===== src/hdl/jep_pkg.sv =====
// Shared types and constants for the josephus elimination order block.
// No dependencies.
package jep_pkg;

   localparam int ID_W   = 7;
   localparam int STEP_W = 16;

   typedef enum logic [1:0] {
      OP_HOLD   = 2'd0,
      OP_LOAD   = 2'd1,
      OP_ROTATE = 2'd2,
      OP_REMOVE = 2'd3
   } cell_op_type;

   typedef struct packed {
      cell_op_type     op;
      logic [ID_W-1:0] head;
      logic [ID_W-1:0] count;
   } cell_ctl_type;

endpackage


===== src/hdl/josephus_elimination_order.sv =====
// Top level of the josephus elimination order block: control and cell row.
// Depends on jep_pkg, jep_cell, jep_mod.
//
//  channel   ports                                        transfer
//  request   start, busy, req_people_count, req_step      start && !busy
//  response  rsp_valid, rsp_removed_member, rsp_last      rsp_valid, one cycle
//
// Each removal runs the serial remainder unit, then w rotations of the cell
// row, w = (step-1) mod remaining, then the removal itself.
// Synchronous reset returns to idle; no clearing pass.
// The receiver cannot stall; busy stays high until the last result is sent.
module josephus_elimination_order #(
   parameter int MAX_PEOPLE = 64
) (
   input  logic                        clock,
   input  logic                        reset,
   input  logic                        start,
   output logic                        busy,
   input  logic [jep_pkg::ID_W-1:0]    req_people_count,
   input  logic [jep_pkg::STEP_W-1:0]  req_step,
   output logic                        rsp_valid,
   output logic [jep_pkg::ID_W-1:0]    rsp_removed_member,
   output logic                        rsp_last
);
   import jep_pkg::*;

   typedef enum logic [2:0] {
      ST_IDLE = 3'b001,
      ST_MOD  = 3'b010,
      ST_WALK = 3'b100
   } state_type;

   state_type         state_ff, state_in;
   logic [ID_W-1:0]   remaining_ff, remaining_in;
   logic [ID_W-1:0]   walk_ff, walk_in;
   logic [STEP_W-1:0] step_less_ff, step_less_in;
   logic              rsp_valid_ff, rsp_valid_in;
   logic [ID_W-1:0]   rsp_member_ff, rsp_member_in;
   logic              rsp_last_ff, rsp_last_in;

   cell_ctl_type      ctl;
   logic [ID_W-1:0]   member [MAX_PEOPLE];
   logic              mod_start;
   logic [STEP_W-1:0] mod_dividend;
   logic [ID_W-1:0]   mod_divisor;
   logic              mod_done;
   logic [ID_W-1:0]   mod_rem;
   logic [ID_W-1:0]   n_sat;
   logic              accept;

   assign accept = start && (state_ff == ST_IDLE);
   assign n_sat  = (req_people_count > ID_W'(MAX_PEOPLE)) ? ID_W'(MAX_PEOPLE)
                                                          : req_people_count;

   always_comb begin
      state_in      = state_ff;
      remaining_in  = remaining_ff;
      walk_in       = walk_ff;
      step_less_in  = step_less_ff;
      rsp_valid_in  = 1'b0;
      rsp_member_in = rsp_member_ff;
      rsp_last_in   = rsp_last_ff;
      ctl.op        = OP_HOLD;
      ctl.head      = member[0];
      ctl.count     = remaining_ff;
      mod_start     = 1'b0;
      mod_dividend  = step_less_ff;
      mod_divisor   = remaining_ff - 1'b1;
      unique case (state_ff)
         ST_IDLE: begin
            if (accept && (req_people_count != '0)) begin
               step_less_in = (req_step == '0) ? '0 : req_step - 1'b1;
               remaining_in = n_sat;
               ctl.op       = OP_LOAD;
               mod_start    = 1'b1;
               mod_dividend = step_less_in;
               mod_divisor  = n_sat;
               state_in     = ST_MOD;
            end
         end
         ST_MOD: begin
            if (mod_done) begin
               walk_in  = mod_rem;
               state_in = ST_WALK;
            end
         end
         ST_WALK: begin
            if (walk_ff == '0) begin
               ctl.op        = OP_REMOVE;
               rsp_valid_in  = 1'b1;
               rsp_member_in = member[0];
               rsp_last_in   = (remaining_ff == ID_W'(1));
               remaining_in  = remaining_ff - 1'b1;
               if (remaining_ff == ID_W'(1)) begin
                  state_in = ST_IDLE;
               end else begin
                  mod_start = 1'b1;
                  state_in  = ST_MOD;
               end
            end else begin
               ctl.op  = OP_ROTATE;
               walk_in = walk_ff - 1'b1;
            end
         end
         default: state_in = ST_IDLE;
      endcase
   end

   always_ff @(posedge clock) begin
      if (reset) begin
         state_ff     <= ST_IDLE;
         remaining_ff <= '0;
         rsp_valid_ff <= 1'b0;
      end else begin
         state_ff     <= state_in;
         remaining_ff <= remaining_in;
         rsp_valid_ff <= rsp_valid_in;
      end
      walk_ff       <= walk_in;
      step_less_ff  <= step_less_in;
      rsp_member_ff <= rsp_member_in;
      rsp_last_ff   <= rsp_last_in;
   end

   jep_mod u_mod (
      .clock     (clock),
      .reset     (reset),
      .start     (mod_start),
      .dividend  (mod_dividend),
      .divisor   (mod_divisor),
      .done      (mod_done),
      .remainder (mod_rem)
   );

   for (genvar g = 0; g < MAX_PEOPLE; g++) begin : g_cell
      logic [ID_W-1:0] from_next;
      if (g == MAX_PEOPLE - 1) begin : g_end
         assign from_next = '0;
      end else begin : g_mid
         assign from_next = member[g + 1];
      end
      jep_cell #(.INDEX(g)) u_cell (
         .clock     (clock),
         .ctl       (ctl),
         .from_next (from_next),
         .member    (member[g])
      );
   end

   assign busy               = (state_ff != ST_IDLE);
   assign rsp_valid          = rsp_valid_ff;
   assign rsp_removed_member = rsp_member_ff;
   assign rsp_last           = rsp_last_ff;

endmodule


===== src/hdl/jep_cell.sv =====
// One slot of the rotating circle: holds one member number.
// Depends on jep_pkg.
module jep_cell #(
   parameter int INDEX = 0
) (
   input  logic                      clock,
   input  jep_pkg::cell_ctl_type     ctl,
   input  logic [jep_pkg::ID_W-1:0]  from_next,
   output logic [jep_pkg::ID_W-1:0]  member
);
   import jep_pkg::*;

   logic [ID_W-1:0] member_ff;
   logic [ID_W-1:0] member_in;
   logic            is_tail;

   assign is_tail = (ctl.count == ID_W'(INDEX + 1));

   always_comb begin
      member_in = member_ff;
      unique case (ctl.op)
         OP_HOLD:   member_in = member_ff;
         OP_LOAD:   member_in = ID_W'(INDEX + 1);
         OP_ROTATE: member_in = is_tail ? ctl.head : from_next;
         OP_REMOVE: member_in = from_next;
         default:   member_in = member_ff;
      endcase
   end

   always_ff @(posedge clock) begin
      member_ff <= member_in;
   end

   assign member = member_ff;

endmodule


===== src/hdl/jep_mod.sv =====
// Bit-serial restoring remainder: dividend mod divisor, one bit per cycle.
// Depends on jep_pkg.
module jep_mod (
   input  logic                        clock,
   input  logic                        reset,
   input  logic                        start,
   input  logic [jep_pkg::STEP_W-1:0]  dividend,
   input  logic [jep_pkg::ID_W-1:0]    divisor,
   output logic                        done,
   output logic [jep_pkg::ID_W-1:0]    remainder
);
   import jep_pkg::*;

   localparam int CNT_W = $clog2(STEP_W + 1);

   logic              running_ff, running_in;
   logic [CNT_W-1:0]  cnt_ff, cnt_in;
   logic [STEP_W-1:0] shift_ff, shift_in;
   logic [ID_W-1:0]   div_ff, div_in;
   logic [ID_W-1:0]   rem_ff, rem_in;
   logic [ID_W:0]     trial;

   assign trial = {rem_ff, shift_ff[STEP_W-1]};
   assign done  = running_ff && (cnt_ff == '0);

   always_comb begin
      running_in = running_ff;
      cnt_in     = cnt_ff;
      shift_in   = shift_ff;
      div_in     = div_ff;
      rem_in     = rem_ff;
      if (start) begin
         running_in = 1'b1;
         cnt_in     = CNT_W'(STEP_W);
         shift_in   = dividend;
         div_in     = divisor;
         rem_in     = '0;
      end else if (running_ff) begin
         if (cnt_ff == '0) begin
            running_in = 1'b0;
         end else begin
            cnt_in   = cnt_ff - 1'b1;
            shift_in = {shift_ff[STEP_W-2:0], 1'b0};
            if (trial >= {1'b0, div_ff}) begin
               rem_in = ID_W'(trial - {1'b0, div_ff});
            end else begin
               rem_in = ID_W'(trial);
            end
         end
      end
   end

   always_ff @(posedge clock) begin
      if (reset) begin
         running_ff <= 1'b0;
         cnt_ff     <= '0;
      end else begin
         running_ff <= running_in;
         cnt_ff     <= cnt_in;
      end
      shift_ff <= shift_in;
      div_ff   <= div_in;
      rem_ff   <= rem_in;
   end

   assign remainder = rem_ff;

endmodule


===== config.mk =====
export PLATFORM = sky130hd
export DESIGN_NAME = josephus_elimination_order
export DESIGN_NICKNAME = d
export VERILOG_FILES = /design/src/hdl/jep_pkg.sv /design/src/hdl/josephus_elimination_order.sv /design/src/hdl/jep_cell.sv /design/src/hdl/jep_mod.sv
export SDC_FILE = /design/constraint.sdc
export NUM_CORES = 1
export LEC_CHECK = 0
export BUFFER_PORTS_ARGS = -buffer_cell sky130_fd_sc_hd__clkbuf_2
export CAP_MARGIN = 20
export CORE_UTILIZATION = 45
export CTS_CLUSTER_SIZE = 20
export DETAILED_ROUTE_END_ITERATION = 6
export PLACE_DENSITY = 0.7
export SLEW_MARGIN = 25
export SYNTH_ARGS = -nofsm -noshare
export SYNTH_HDL_FRONTEND = slang
export SYNTH_SLANG_ARGS = --single-unit
export TNS_END_PERCENT = 20

===== constraint.sdc =====
create_clock -name clock -period 13.7 [get_ports clock]
set_clock_uncertainty 0.2 [all_clocks]
set_input_delay 2.74 -clock clock [delete_from_list [all_inputs] [get_ports clock]]
set_output_delay 2.74 -clock clock [all_outputs]
set_load 0.005 [all_outputs]

# [Yosys cells after proc, flatten, opt, wreduce, memory -nomap -nowiden]
# Cells that the tools add are included.
[word_totals] register_bits=526 input_bits=26 output_inout_bits=10
[op_classes] n_addsub=5 order_cmp=2 eq_ne=77 muxes=163 n_bitwise=3 reduce_logical=20
[ops] cell="$pmux 7 s3" n=64
[ops] cell="$mux 7" n=72
[ops] cell="$eq 7x6->1 const B" n=32
[ops] cell="$eq 7x5->1 const B" n=16
[ops] cell="$mux 16" n=6
[ops] cell="$eq 7x4->1 const B" n=8
[ops] cell="$eq 7x3->1 const B" n=4
[ops] cell="$pmux 7 s2" n=2
[ops] cell="$logic_not 16->1" n=1
[ops] cell="$sub 16x1->16 const B" n=1
[ops] cell="$mux 5" n=3
[ops] cell="$eq 7x2->1 const B" n=2
[ops] cell="$sub 7x1->7 const B" n=2
[ops] cell="$ne 2x2->1 const B" n=5
[ops] cell="$mux 1" n=9
[ops] cell="$mux 3" n=3
[ops] cell="$pmux 3 s3" n=1
[ops] cell="$reduce_and 3->1" n=3
[ops] cell="$ge 8x7->1" n=1
[ops] cell="$reduce_and 2->1" n=4
[ops] cell="$eq 7x1->1 const B" n=1
[ops] cell="$eq 7x7->1 const B" n=1
[ops] cell="$gt 7x7->1 const B" n=1
[ops] cell="$logic_not 7->1" n=1
[ops] cell="19 further kinds" n=27

# [Depth between registers and ports, before layout]
# Gate-level depths: netlist of the first run.
[logic_depth] depth_word=8 ltp_mapped=10

# [Hierarchy]
# From an unflattened synthesis of the first run, not the netlist that was laid out.
[unflattened] cells_unflattened=2571 area_unflattened_um2=29544.6
[by_module_without_submodules] module="jep_cell at g_cell[16].u_cell ..." n_inst=14 cells_per_inst=34 area_per_inst_um2=392.9
[by_module_without_submodules] module="jep_cell at g_cell[0].u_cell ..." n_inst=7 cells_per_inst=34 area_per_inst_um2=379.1
[by_module_without_submodules] module="jep_cell at g_cell[10].u_cell ..." n_inst=6 cells_per_inst=34 area_per_inst_um2=394.1
[by_module_without_submodules] module="jep_cell at g_cell[11].u_cell ..." n_inst=6 cells_per_inst=33 area_per_inst_um2=389.1
[by_module_without_submodules] module="josephus_elimination_order" n_inst=1 cells_per_inst=254 area_per_inst_um2=2323.5
[by_module_without_submodules] module="jep_cell at g_cell[52].u_cell ..." n_inst=5 cells_per_inst=33 area_per_inst_um2=414.1
[by_module_without_submodules] module="jep_cell at g_cell[38].u_cell ..." n_inst=5 cells_per_inst=35 area_per_inst_um2=392.9
[by_module_without_submodules] module="jep_mod" n_inst=1 cells_per_inst=157 area_per_inst_um2=1826.8
[by_module_without_submodules] module="jep_cell at g_cell[22].u_cell ..." n_inst=4 cells_per_inst=33 area_per_inst_um2=421.7
[by_module_without_submodules] module="jep_cell at g_cell[19].u_cell ..." n_inst=4 cells_per_inst=34 area_per_inst_um2=386.6
[by_module_without_submodules] module="jep_cell at g_cell[35].u_cell ..." n_inst=3 cells_per_inst=33 area_per_inst_um2=401.6
[by_module_without_submodules] module="jep_cell at g_cell[54].u_cell ..." n_inst=2 cells_per_inst=35 area_per_inst_um2=420.4
[by_module_without_submodules] module="jep_cell at g_cell[60].u_cell ..." n_inst=2 cells_per_inst=33 area_per_inst_um2=416.6
[by_module_without_submodules] module="jep_cell at g_cell[18].u_cell ..." n_inst=2 cells_per_inst=33 area_per_inst_um2=396.6
[by_module_without_submodules] module="+4 rows"

# [Least setup slack after synthesis of the first run]
# No wires, ideal clock.
[synth_timing] path_type="in2reg" startpoint="input port req_people_count[1] (netlist name)" endpoint="register g_cell[10].u_cell.member_ff[0] (enable)" setup_ns=3.165 t_arrival_ns=11.160 t_required_ns=10.335 slack_ns=-0.825 stages=6 cell_sequence="nor4_2 > a31o_2 > buf_2 > clkbuf_1 > buf_1 > nand2_1"
[synth_between] elab_chain_cells=5
[synth_lines] item="start, declared" line="josephus_elimination_order.sv:19" rtl="input logic [jep_pkg::ID_W-1:0] req_people_count,"
[synth_lines] item="$reduce_bool 7->1" line="josephus_elimination_order.sv:71" rtl="if (accept && (req_people_count != '0)) begin"
[synth_lines] item="$logic_and 1x1->1" line="josephus_elimination_order.sv:71"
[synth_lines] item="$mux 1" line="josephus_elimination_order.sv:71"
[synth_lines] item="$pmux 2 s2" line="josephus_elimination_order.sv:69" rtl="unique case (state_ff)"
[synth_lines] item="$logic_not 2->1" line="jep_cell.sv:21" rtl="unique case (ctl.op)"
[synth_lines] item="end signal, assigned" line="jep_cell.sv:31" rtl="member_ff <= member_in;"
[synth_lines] item="end, declared" line="jep_cell.sv:13" rtl="logic [ID_W-1:0] member_ff;"
# No other way between the ends.
# A chain may end at the register's enable or synchronous reset.

# [Worst setup path in the final report of the first run]
[layout_timing] startpoint="input port start" endpoint="register g_cell[22].u_cell.member_ff[5] (enable)"
[layout_between] elab_chain_cells=5
[layout_lines] item="start, declared" line="josephus_elimination_order.sv:17" rtl="input logic start,"
[layout_lines] item="$logic_and 1x1->1" line="josephus_elimination_order.sv:51" rtl="assign accept = start && (state_ff == ST_IDLE);"
[layout_lines] item="$logic_and 1x1->1" line="josephus_elimination_order.sv:71"
[layout_lines] item="$mux 1" line="josephus_elimination_order.sv:71"
[layout_lines] item="$pmux 2 s2" line="josephus_elimination_order.sv:69"
[layout_lines] item="$logic_not 2->1" line="jep_cell.sv:21"
[layout_lines] item="end signal, assigned" line="jep_cell.sv:31"
[layout_lines] item="end, declared" line="jep_cell.sv:13"
# No other way between the ends.

==> flow_summary_export.csv, run 1 <==
group,metric,value,unit
status,status,"finished clean",
logic_synthesis,ys.flop_type,"edfxtp_1",
route,wirelength,63480,um
setup_path,crit_path_start_kind,"primary input",
timing,maxSlewViolCount,0,
logic_synthesis,synth_edf_count,486,
grt,gr-max-usage-layer,"met2",
setup_path,crit_path_cell_trace,"clkbuf_2, nand4bb_1, a31o_4, nand2_8, buf_12, buf_4",
clock_tree,h-tree-depth,2,
timing,fmax,172.9,MHz
grt,met2_usage,35.48,%
place,hpwl,36870,um
setup_path,path_buf_inv,3,
timing,rsz0062_at_grt,"false",
clock_tree,cts.sinks,526,
floorplan,ios,36,
power_and_ir_drop,leakage,8.644,nW
clock_tree,cts_resized,0,
logic_synthesis,synth_seq_cells,526,
timing,finalHoldViolations,0,
setup_path,slowest_delay,870,ps
place,routabilityCongestion,0.8663,
clock_tree,clk_latency,600,ps
clock_tree,cts_root_buf,"clkbuf_16",
timing,worstMarginPinSlew,1063,ps
finish,synthToLayoutAreaGrowth,9.818,%
grt,grt_use_met3,4.570,%
setup_path,crit_fanout,182,
power_and_ir_drop,combPwrFrac,9.0,%
floorplan,dieWidth,237.1,um
setup_path,crit_slowest_cell,"buf_4",
logic_synthesis,syn_area,0.02486,mm2
clock_tree,clockBufferDepth,3,
route,post_drt_wl_per_cell,22.22,um
route,drtAntennaViolNets,0,
grt,grt.total_usage,22.29,%
power_and_ir_drop,p_int,0.002801,W
floorplan,rows,85,
grt,grt_start_max_net_pins,256,
setup_path,crit_type,"in -> reg",
flow_run,drv_cap,0,
timing,period_needed,5784,ps
logic_synthesis,ys_seq_area_share,61.92,%
grt,grt_pass1_vias,16955,
clock_tree,cts_setup_buffers,0,
logic_synthesis,yosys_warnings,0,
logic_synthesis,synthCells,2164,
power_and_ir_drop,power,0.003703,W
grt,grt_pass1_wl,97930,um
timing,fin_crit_sh,42.22,%
floorplan,die_area,0.05620,mm2
setup_path,crit_required,13730,ps
logic_synthesis,syn_area_per_cell,11.49,um2
route,viasPerCell,6.267,
power_and_ir_drop,ir_drop,0.09379,mV
clock_tree,cts_hold_buf,0,
finish,final_nets,2160,
setup_path,cp.arrival,5810,ps
finish,diodes,0,
route,drcViolationCount,0,
grt,grt_use_met1,30.13,%
clock_tree,clk_pin_slew,60,ps
logic_synthesis,synth_nets,2207,
finish,drive_above_1_share,9.533,%
power_and_ir_drop,clkPwrFrac,39.5,%
min_path,hp-class,"reg -> reg",
timing,finalSetupViolations,0,
floorplan,fp.dieH,237.1,um
route,dr.pass1.iters,6,
clock_tree,cts_buffers,54,
logic_synthesis,async_reset_ff_share,0,%
floorplan,fp.coreArea,0.05424,mm2
floorplan,start_util,45.84,%
timing,slew_headroom,29.12,%
setup_path,endpoint_kind,"flop",
timing,fin_tns_setup,0,ps
clock_tree,cts_tree,"yes",
power_and_ir_drop,swShare,24.35,%
power_and_ir_drop,p_per_area,135.6,mW/mm2
setup_path,critPathTopFamily,"buffers and inverters",
place,io_buffers,35,
power_and_ir_drop,seqPwrFrac,51.6,%
grt,antenna_found_initial,0,
power_and_ir_drop,p_sw,0.0009018,W
grt,grt_overflow_total,0,
route,drt-initial-drc-count,2130,
logic_synthesis,ys_types,80,
route,routed-via-count,17904,
synthesized netlist by cell type (8+ instances only):
cell type	instances	area (um2)
buf_2	34	170.2
xor2_1	12	105.1
and2_1	28	175.2
inv_1	22	82.58
buf_1	22	82.58
and3_1	10	62.56
a221o_1	133	1331
nand4_1	14	87.58
a22o_1	27	236.5
a32oi_1	10	87.58
mux2i_1	91	910.9
nand3_1	88	440.4
nor3_1	26	130.1
clkbuf_1	108	405.4
a21oi_1	192	960.9
nand2b_1	8	50.05
xnor2_1	14	122.6
a31oi_1	10	62.56
nor2b_1	9	56.30
edfxtp_1	486	14590
o21ai_0	127	635.6
dfxtp_1	40	800.8
nor2_1	140	525.5
ha_1	16	200.2
nand2_1	362	1359
nor2_2	10	62.56
final cells by class:
class	instances	area [um2]
inverters	23	86.33
well taps	696	870.8
flip-flops and latches	526	15390
clock buffers	76	1555
clock inverters	24	193.9
repair buffers	65	445.4
fillers	4615	26930
multi-input cells	1447	8758
layout by cell type, fill, tap and decap left out, drive strengths merged, types with 13 or more instances in the layout:
cell,count
mux2i,91
nand2,362
o21ai,129
a31oi,13
nor3,29
a21oi,193
and2,29
nand3,90
buf,30
dfxtp,40
inv,24
a221o,133
nor2,153
edfxtp,486
clkbuf,111
ha,16
nand4,14
clkinv,19
xnor2,14
a22o,27
worst paths after layout:
path,start,to,slack [ps],cells after the start
min,step_less_ff[4],step_less_ff[4],240,2
min reg2reg,step_less_ff[4],step_less_ff[4],240,2
max,start,g_cell[22].u_cell.member[5],7920,6
max reg2reg,state_ff[2],g_cell[22].u_cell.member[5],9560,4
state kept, by name (all words and copies together) (netlist names):
| name | count |
|---|---|
| step_less_ff | 16 |
| remaining_ff | 7 |
| rsp_removed_member | 7 |
| g_cell.u_cell.member | 448 |
| u_mod.div_ff | 7 |
| u_mod.remainder | 7 |
| u_mod.running_ff | 1 |
| rsp_last | 1 |
| u_mod.shift_ff | 16 |
| state_ff | 3 |
| u_mod.cnt_ff | 5 |
| rsp_valid | 1 |
| walk_ff | 7 |
cell families after synthesis:
| kind of cell | Yosys count | share of synthesized area [%] |
|---|---|---|
| AOI/OAI and AO/OA | 558 | 15.49 |
| buffers and inverters | 191 | 3.120 |
| xor gates and xnor gates | 26 | 0.9159 |
| muxes | 92 | 3.709 |
| DFF | 526 | 61.92 |
| adders and majority gates | 17 | 0.8857 |
| and+or+nand+nor | 754 | 13.96 |
worst reg2reg max path, delay by kind of cell (launching register included):
family	cells	cell delay, ps
flops	1	440
buf+inv	2	1770
simple gates	2	1360
per-stage QoR:
stage | hold WS (ps) | instances | setup slack (ps) | area (um2) | util, %
after detailed placement | 234.2 | 2756 | 7222 | 25520 | 47.04
after floorplan | 217.4 | 2164 | 3661 | 24870 | -
after global placement | 227.5 | 2756 | 7359 | 25510 | 47.04
final | 244.3 | 2857 | 7916 | 27300 | 50.34
after global routing | 265.0 | 2857 | 7658 | 27300 | 50.34
after CTS | 246.9 | 2856 | 7852 | 27270 | 50.27
power by group through the flow:
stage                     clock network, W  logic [W]  registers [W]
after global routing               0.00153   0.000364        0.00192
after CTS                          0.00148   0.000330        0.00191
after detailed placement                 0   0.000329        0.00194
after global placement                   0   0.000317        0.00194
final                              0.00146   0.000333        0.00191
after floorplan                          0   0.000233        0.00196
layer usage:
layer,routed length (um),vias to the layer above
met5,0,-
met1,26140,8792
li1,-,8070
met3,6030,156
met4,2273,0
met2,29040,886
Power figures use the tool's default switching activity.
==> run 2, diff against run 1 <==
PLACE_DENSITY = 0.68   (was 0.7)
clock period = 6 ns   (was 13.7 ns; I/O delays follow)
==> flow_summary_export.csv, run 2 (same netlist as run 1, synthesis figures left out) <==
group,metric,value,unit
status,status,"finished clean",
power_and_ir_drop,leakage,8.610,nW
flow_run,drv_cap,0,
setup_path,slowest_delay,820,ps
clock_tree,cts_buffers,54,
floorplan,dieWidth,237.1,um
finish,final_common_cell,"edfxtp_1",
timing,rsz0062_at_grt,"false",
setup_path,cp.arrival,3720,ps
min_path,hp-class,"reg -> reg",
timing,fin_tns_setup,0,ps
timing,fmax,267.7,MHz
power_and_ir_drop,p_per_area,309.2,mW/mm2
timing,maxSlewViolCount,0,
place,placed_area,0.02556,mm2
floorplan,fp.dieH,237.1,um
setup_path,crit_required,5990,ps
route,post_drt_wl_per_cell,22.33,um
finish,diodes,0,
power_and_ir_drop,ir_drop,0.2131,mV
floorplan,ios,36,
finish,fillers,4667,
clock_tree,cts.sinks,526,
min_path,whs_path_depth,2,
clock_tree,clk_latency,620,ps
setup_path,crit_path_cell_trace,"clkbuf_2, nor4_2, a31o_4, nand2_8, buf_12",
place,placed_cells,2759,
finish,final_cell_mix,"edfxtp_1, nand2_1, a21oi_1",
setup_path,reg2reg_depth,5,
timing,finalHoldViolations,0,
setup_path,crit_fanout,145,
route,routed-via-count,17928,
clock_tree,cts_setup_buffers,0,
route,wirelength,63800,um
timing,slew_headroom,29.64,%
finish,multi_input_area,0.008767,mm2
route,drtAntennaViolNets,0,
route,dr.pass1.iters,6,
finish,fin_cells,2857,
setup_path,path_buf_inv,2,
finish,final_cell_area,0.02727,mm2
place,io_buffers,35,
route,drcViolationCount,0,
floorplan,die_area,0.05620,mm2
grt,grt.total_usage,22.62,%
timing,fin_crit_sh,62.25,%
finish,largest_reg_flops,448,
finish,regArea,0.01539,mm2
clock_tree,cts_resized,0,
finish,final_nets,2162,
place,routabilityCongestion,0.8986,
grt,grt_overflow_total,0,
setup_path,critPathTopFamily,"simple AND/OR/NAND/NOR gates",
setup_path,crit_path_start_kind,"primary input",
clock_tree,cts_tree,"yes",
clock_tree,clockBufferDepth,3,
grt,grt_pass1_vias,17259,
power_and_ir_drop,power,0.008433,W
clock_tree,clk_pin_slew,60,ps
grt,antenna_found_initial,0,
timing,worstMarginPinSlew,1055,ps
setup_path,crit_cells,5,
finish,final_util,50.29,%
floorplan,fp.coreArea,0.05424,mm2
route,drt-initial-drc-count,2368,
floorplan,rows,85,
grt,grt_pass1_wl,99650,um
grt,grt_start_max_net_pins,215,
setup_path,crit_type,"in -> reg",
clock_tree,cts_hold_buf,0,
route,viasPerCell,6.275,
finish,drive_above_1_share,9.024,%
setup_path,crit_slowest_cell,"a31o_4",
clock_tree,h-tree-depth,2,
finish,synthToLayoutAreaGrowth,9.697,%
setup_path,endpoint_kind,"flop",
clock_tree,cts_root_buf,"clkbuf_16",
timing,period_needed,3735,ps
timing,finalSetupViolations,0,
place,hpwl,38050,um
floorplan,start_util,45.84,%
## run 2: area by class of cell
| type | instances | share of cell area (%) |
|---|---|---|
| inverters | 23 | 0.3165 |
| repair buffers | 67 | 1.661 |
| well taps | 696 | 3.193 |
| clock inverters | 25 | 0.8762 |
| clock buffers | 73 | 5.367 |
| multi-input cells | 1447 | 32.14 |
| flip-flops and latches | 526 | 56.44 |
## run 2: report_power, final
part | internal (W) | total, W | switching, W
logic | 0.000198 | 0.000757 | 0.000559
registers | 0.00427 | 0.00437 | 0.0000920
clock network | 0.00191 | 0.00331 | 0.00140
total | 0.00638 | 0.00843 | 0.00205
## run 2: layer usage
metal,share of wire [%],vias up,GRT usage [%]
met5,0,-,0
met4,3.0,0,7.644
met3,9.7,137,5.024
met2,45,855,35.10
li1,-,8059,-
met1,42,8877,31.40
## run 2: final timing paths
| kind | start | to | slack (ps) |
|---|---|---|---|
| worst max-delay path | req_people_count[1] | g_cell[29].u_cell.member[0] | 2260 |
| worst min-delay path | step_less_ff[5] | step_less_ff[5] | 240 |
| worst max register to register | remaining_ff[2] | g_cell[4].u_cell.member[2] | 2370 |
| worst min register to register | step_less_ff[5] | step_less_ff[5] | 240 |
## run 2: stage by stage
| step | hold WS [ps] | setup slack (ps) |
|---|---|---|
| 2_1_floorplan | 217.4 | 18.94 |
| 3_3_place_gp | 228.2 | 1809 |
| 6_report | 244.5 | 2265 |
| 4_1_cts | 247.9 | 2354 |
| 3_5_place_dp | 238.1 | 1710 |
| 5_1_grt | 259.4 | 2148 |
## run 2: worst reg2reg max path: stages (launching register included)
cell and delay [ps]:
dfxtp_1 810, nor2b_1 720, nand2_1 660, nor2_2 460, o21ai_1 130, a221o_1 400
==> run 3, diff against run 2 <==
clock period = 3.81 ns   (was 6 ns; I/O delays follow)
==> flow_summary_export.csv, run 3 (same netlist as run 1, synthesis figures left out) <==
group,metric,value,unit
status,status,"finished clean",
timing,rsz0062_at_grt,"false",
finish,fillers,4622,
timing,slew_headroom,33.21,%
clock_tree,cts_hold_buf,0,
floorplan,start_util,45.84,%
grt,grt.total_usage,22.85,%
timing,period_needed,3318,ps
finish,final_util,50.90,%
finish,final_nets,2202,
setup_path,crit_path_cell_trace,"nor2b_1, nand2_1, buf_4, nor2_2, nand2_1, a221o_1",
clock_tree,clk_latency,610,ps
timing,fin_crit_sh,87.08,%
place,hpwl,40160,um
route,viasPerCell,6.239,
grt,grt_pass1_vias,16943,
flow_run,drv_cap,0,
clock_tree,clk_pin_slew,60,ps
timing,finalSetupViolations,0,
setup_path,cp.arrival,3460,ps
finish,regArea,0.01539,mm2
clock_tree,clockBufferDepth,3,
setup_path,crit_type,"reg -> reg",
floorplan,fp.coreArea,0.05424,mm2
route,dr.pass1.iters,7,
route,wirelength,65020,um
floorplan,fp.dieH,237.1,um
clock_tree,cts_buffers,55,
finish,synthToLayoutAreaGrowth,11.03,%
route,drtAntennaViolNets,0,
power_and_ir_drop,leakage,8.822,nW
setup_path,crit_slowest_cell,"dfxtp_1",
route,drt-initial-drc-count,2227,
floorplan,dieWidth,237.1,um
setup_path,slowest_delay,780,ps
power_and_ir_drop,ir_drop,0.3022,mV
timing,maxSlewViolCount,0,
route,routed-via-count,18075,
floorplan,rows,85,
setup_path,crit_fanout,19,
grt,grt_pass1_wl,100100,um
route,drcViolationCount,0,
place,io_buffers,35,
finish,final_common_cell,"edfxtp_1",
clock_tree,cts_setup_buffers,0,
floorplan,die_area,0.05620,mm2
setup_path,endpoint_kind,"flop",
floorplan,ios,36,
min_path,hp-class,"reg -> reg",
finish,drive_above_1_share,10.90,%
setup_path,crit_path_start_kind,"flop",
route,post_drt_wl_per_cell,22.44,um
finish,final_cell_mix,"edfxtp_1, nand2_1, a21oi_1",
clock_tree,cts.sinks,526,
finish,multi_input_area,0.008756,mm2
grt,grt_overflow_total,0,
power_and_ir_drop,power,0.01325,W
setup_path,crit_required,3950,ps
timing,fmax,301.4,MHz
clock_tree,h-tree-depth,2,
finish,diodes,0,
grt,antenna_found_initial,1,
clock_tree,cts_resized,0,
timing,finalHoldViolations,0,
place,routabilityCongestion,0.8875,
grt,grt_start_max_net_pins,155,
clock_tree,cts_root_buf,"clkbuf_16",
setup_path,path_common_cell,"nand2_1",
clock_tree,cts_tree,"yes",
finish,largest_reg_flops,448,
timing,worstMarginPinSlew,1002,ps
power_and_ir_drop,p_per_area,479.9,mW/mm2
timing,fin_hold_ws,245.2,ps
==> run 3: worst max-delay path, delay by kind of cell, from the launching register on <==
| family | cells | cell delay [ps] |
|---|---|---|
| DFF | 1 | 780 |
| and+or+nand+nor | 4 | 1500 |
| AOI/OAI and AO/OA | 1 | 350 |
| buffers and inverters | 1 | 220 |
==> run 3: area by class of cell <==
type,instances,share of cell area (%)
Sequential cell,526,55.77
Multi-Input combinational cell,1447,31.72
Clock buffer,70,5.344
Tap cell,696,3.154
Timing Repair Buffer,106,2.928
Clock inverter,29,0.7795
Inverter,23,0.3127
==> run 3: worst paths after layout <==
| kind | from | end | slack, ps | depth (start not counted) |
|---|---|---|---|---|
| max | remaining_ff[3] | g_cell[56].u_cell.member[4] | 490 | 6 |
| min | step_less_ff[4] | step_less_ff[4] | 250 | 2 |
| max reg2reg | remaining_ff[3] | g_cell[56].u_cell.member[4] | 490 | 6 |
| min reg2reg | step_less_ff[4] | step_less_ff[4] | 250 | 2 |
==> run 3: routing by layer <==
metal / GRT usage, % / vias up / routed length [um]
li1: - / 8146 / -
met5: 0 / - / 0
met1: 31.71 / 8935 / 27440
met4: 8.172 / 0 / 1940
met2: 35.94 / 858 / 30000
met3: 4.197 / 136 / 5636
==> run 3: through the flow <==
step           cell area, um2  setup slack, ps  instances  TNS, ps
6_report                27610            492.2       2897        0
5_1_grt                 27610            385.8       2897        0
4_1_cts                 27610            589.5       2897        0
3_5_place_dp            25920            387.3       2798        0
3_3_place_gp            25910            568.4       2798        0
2_1_floorplan           24920           -103.5       2164   -45630
==> run 3: power breakdown <==
group          switching [W]  internal, W
clock network        0.00222      0.00292
logic               0.000881     0.000343
registers           0.000159      0.00673
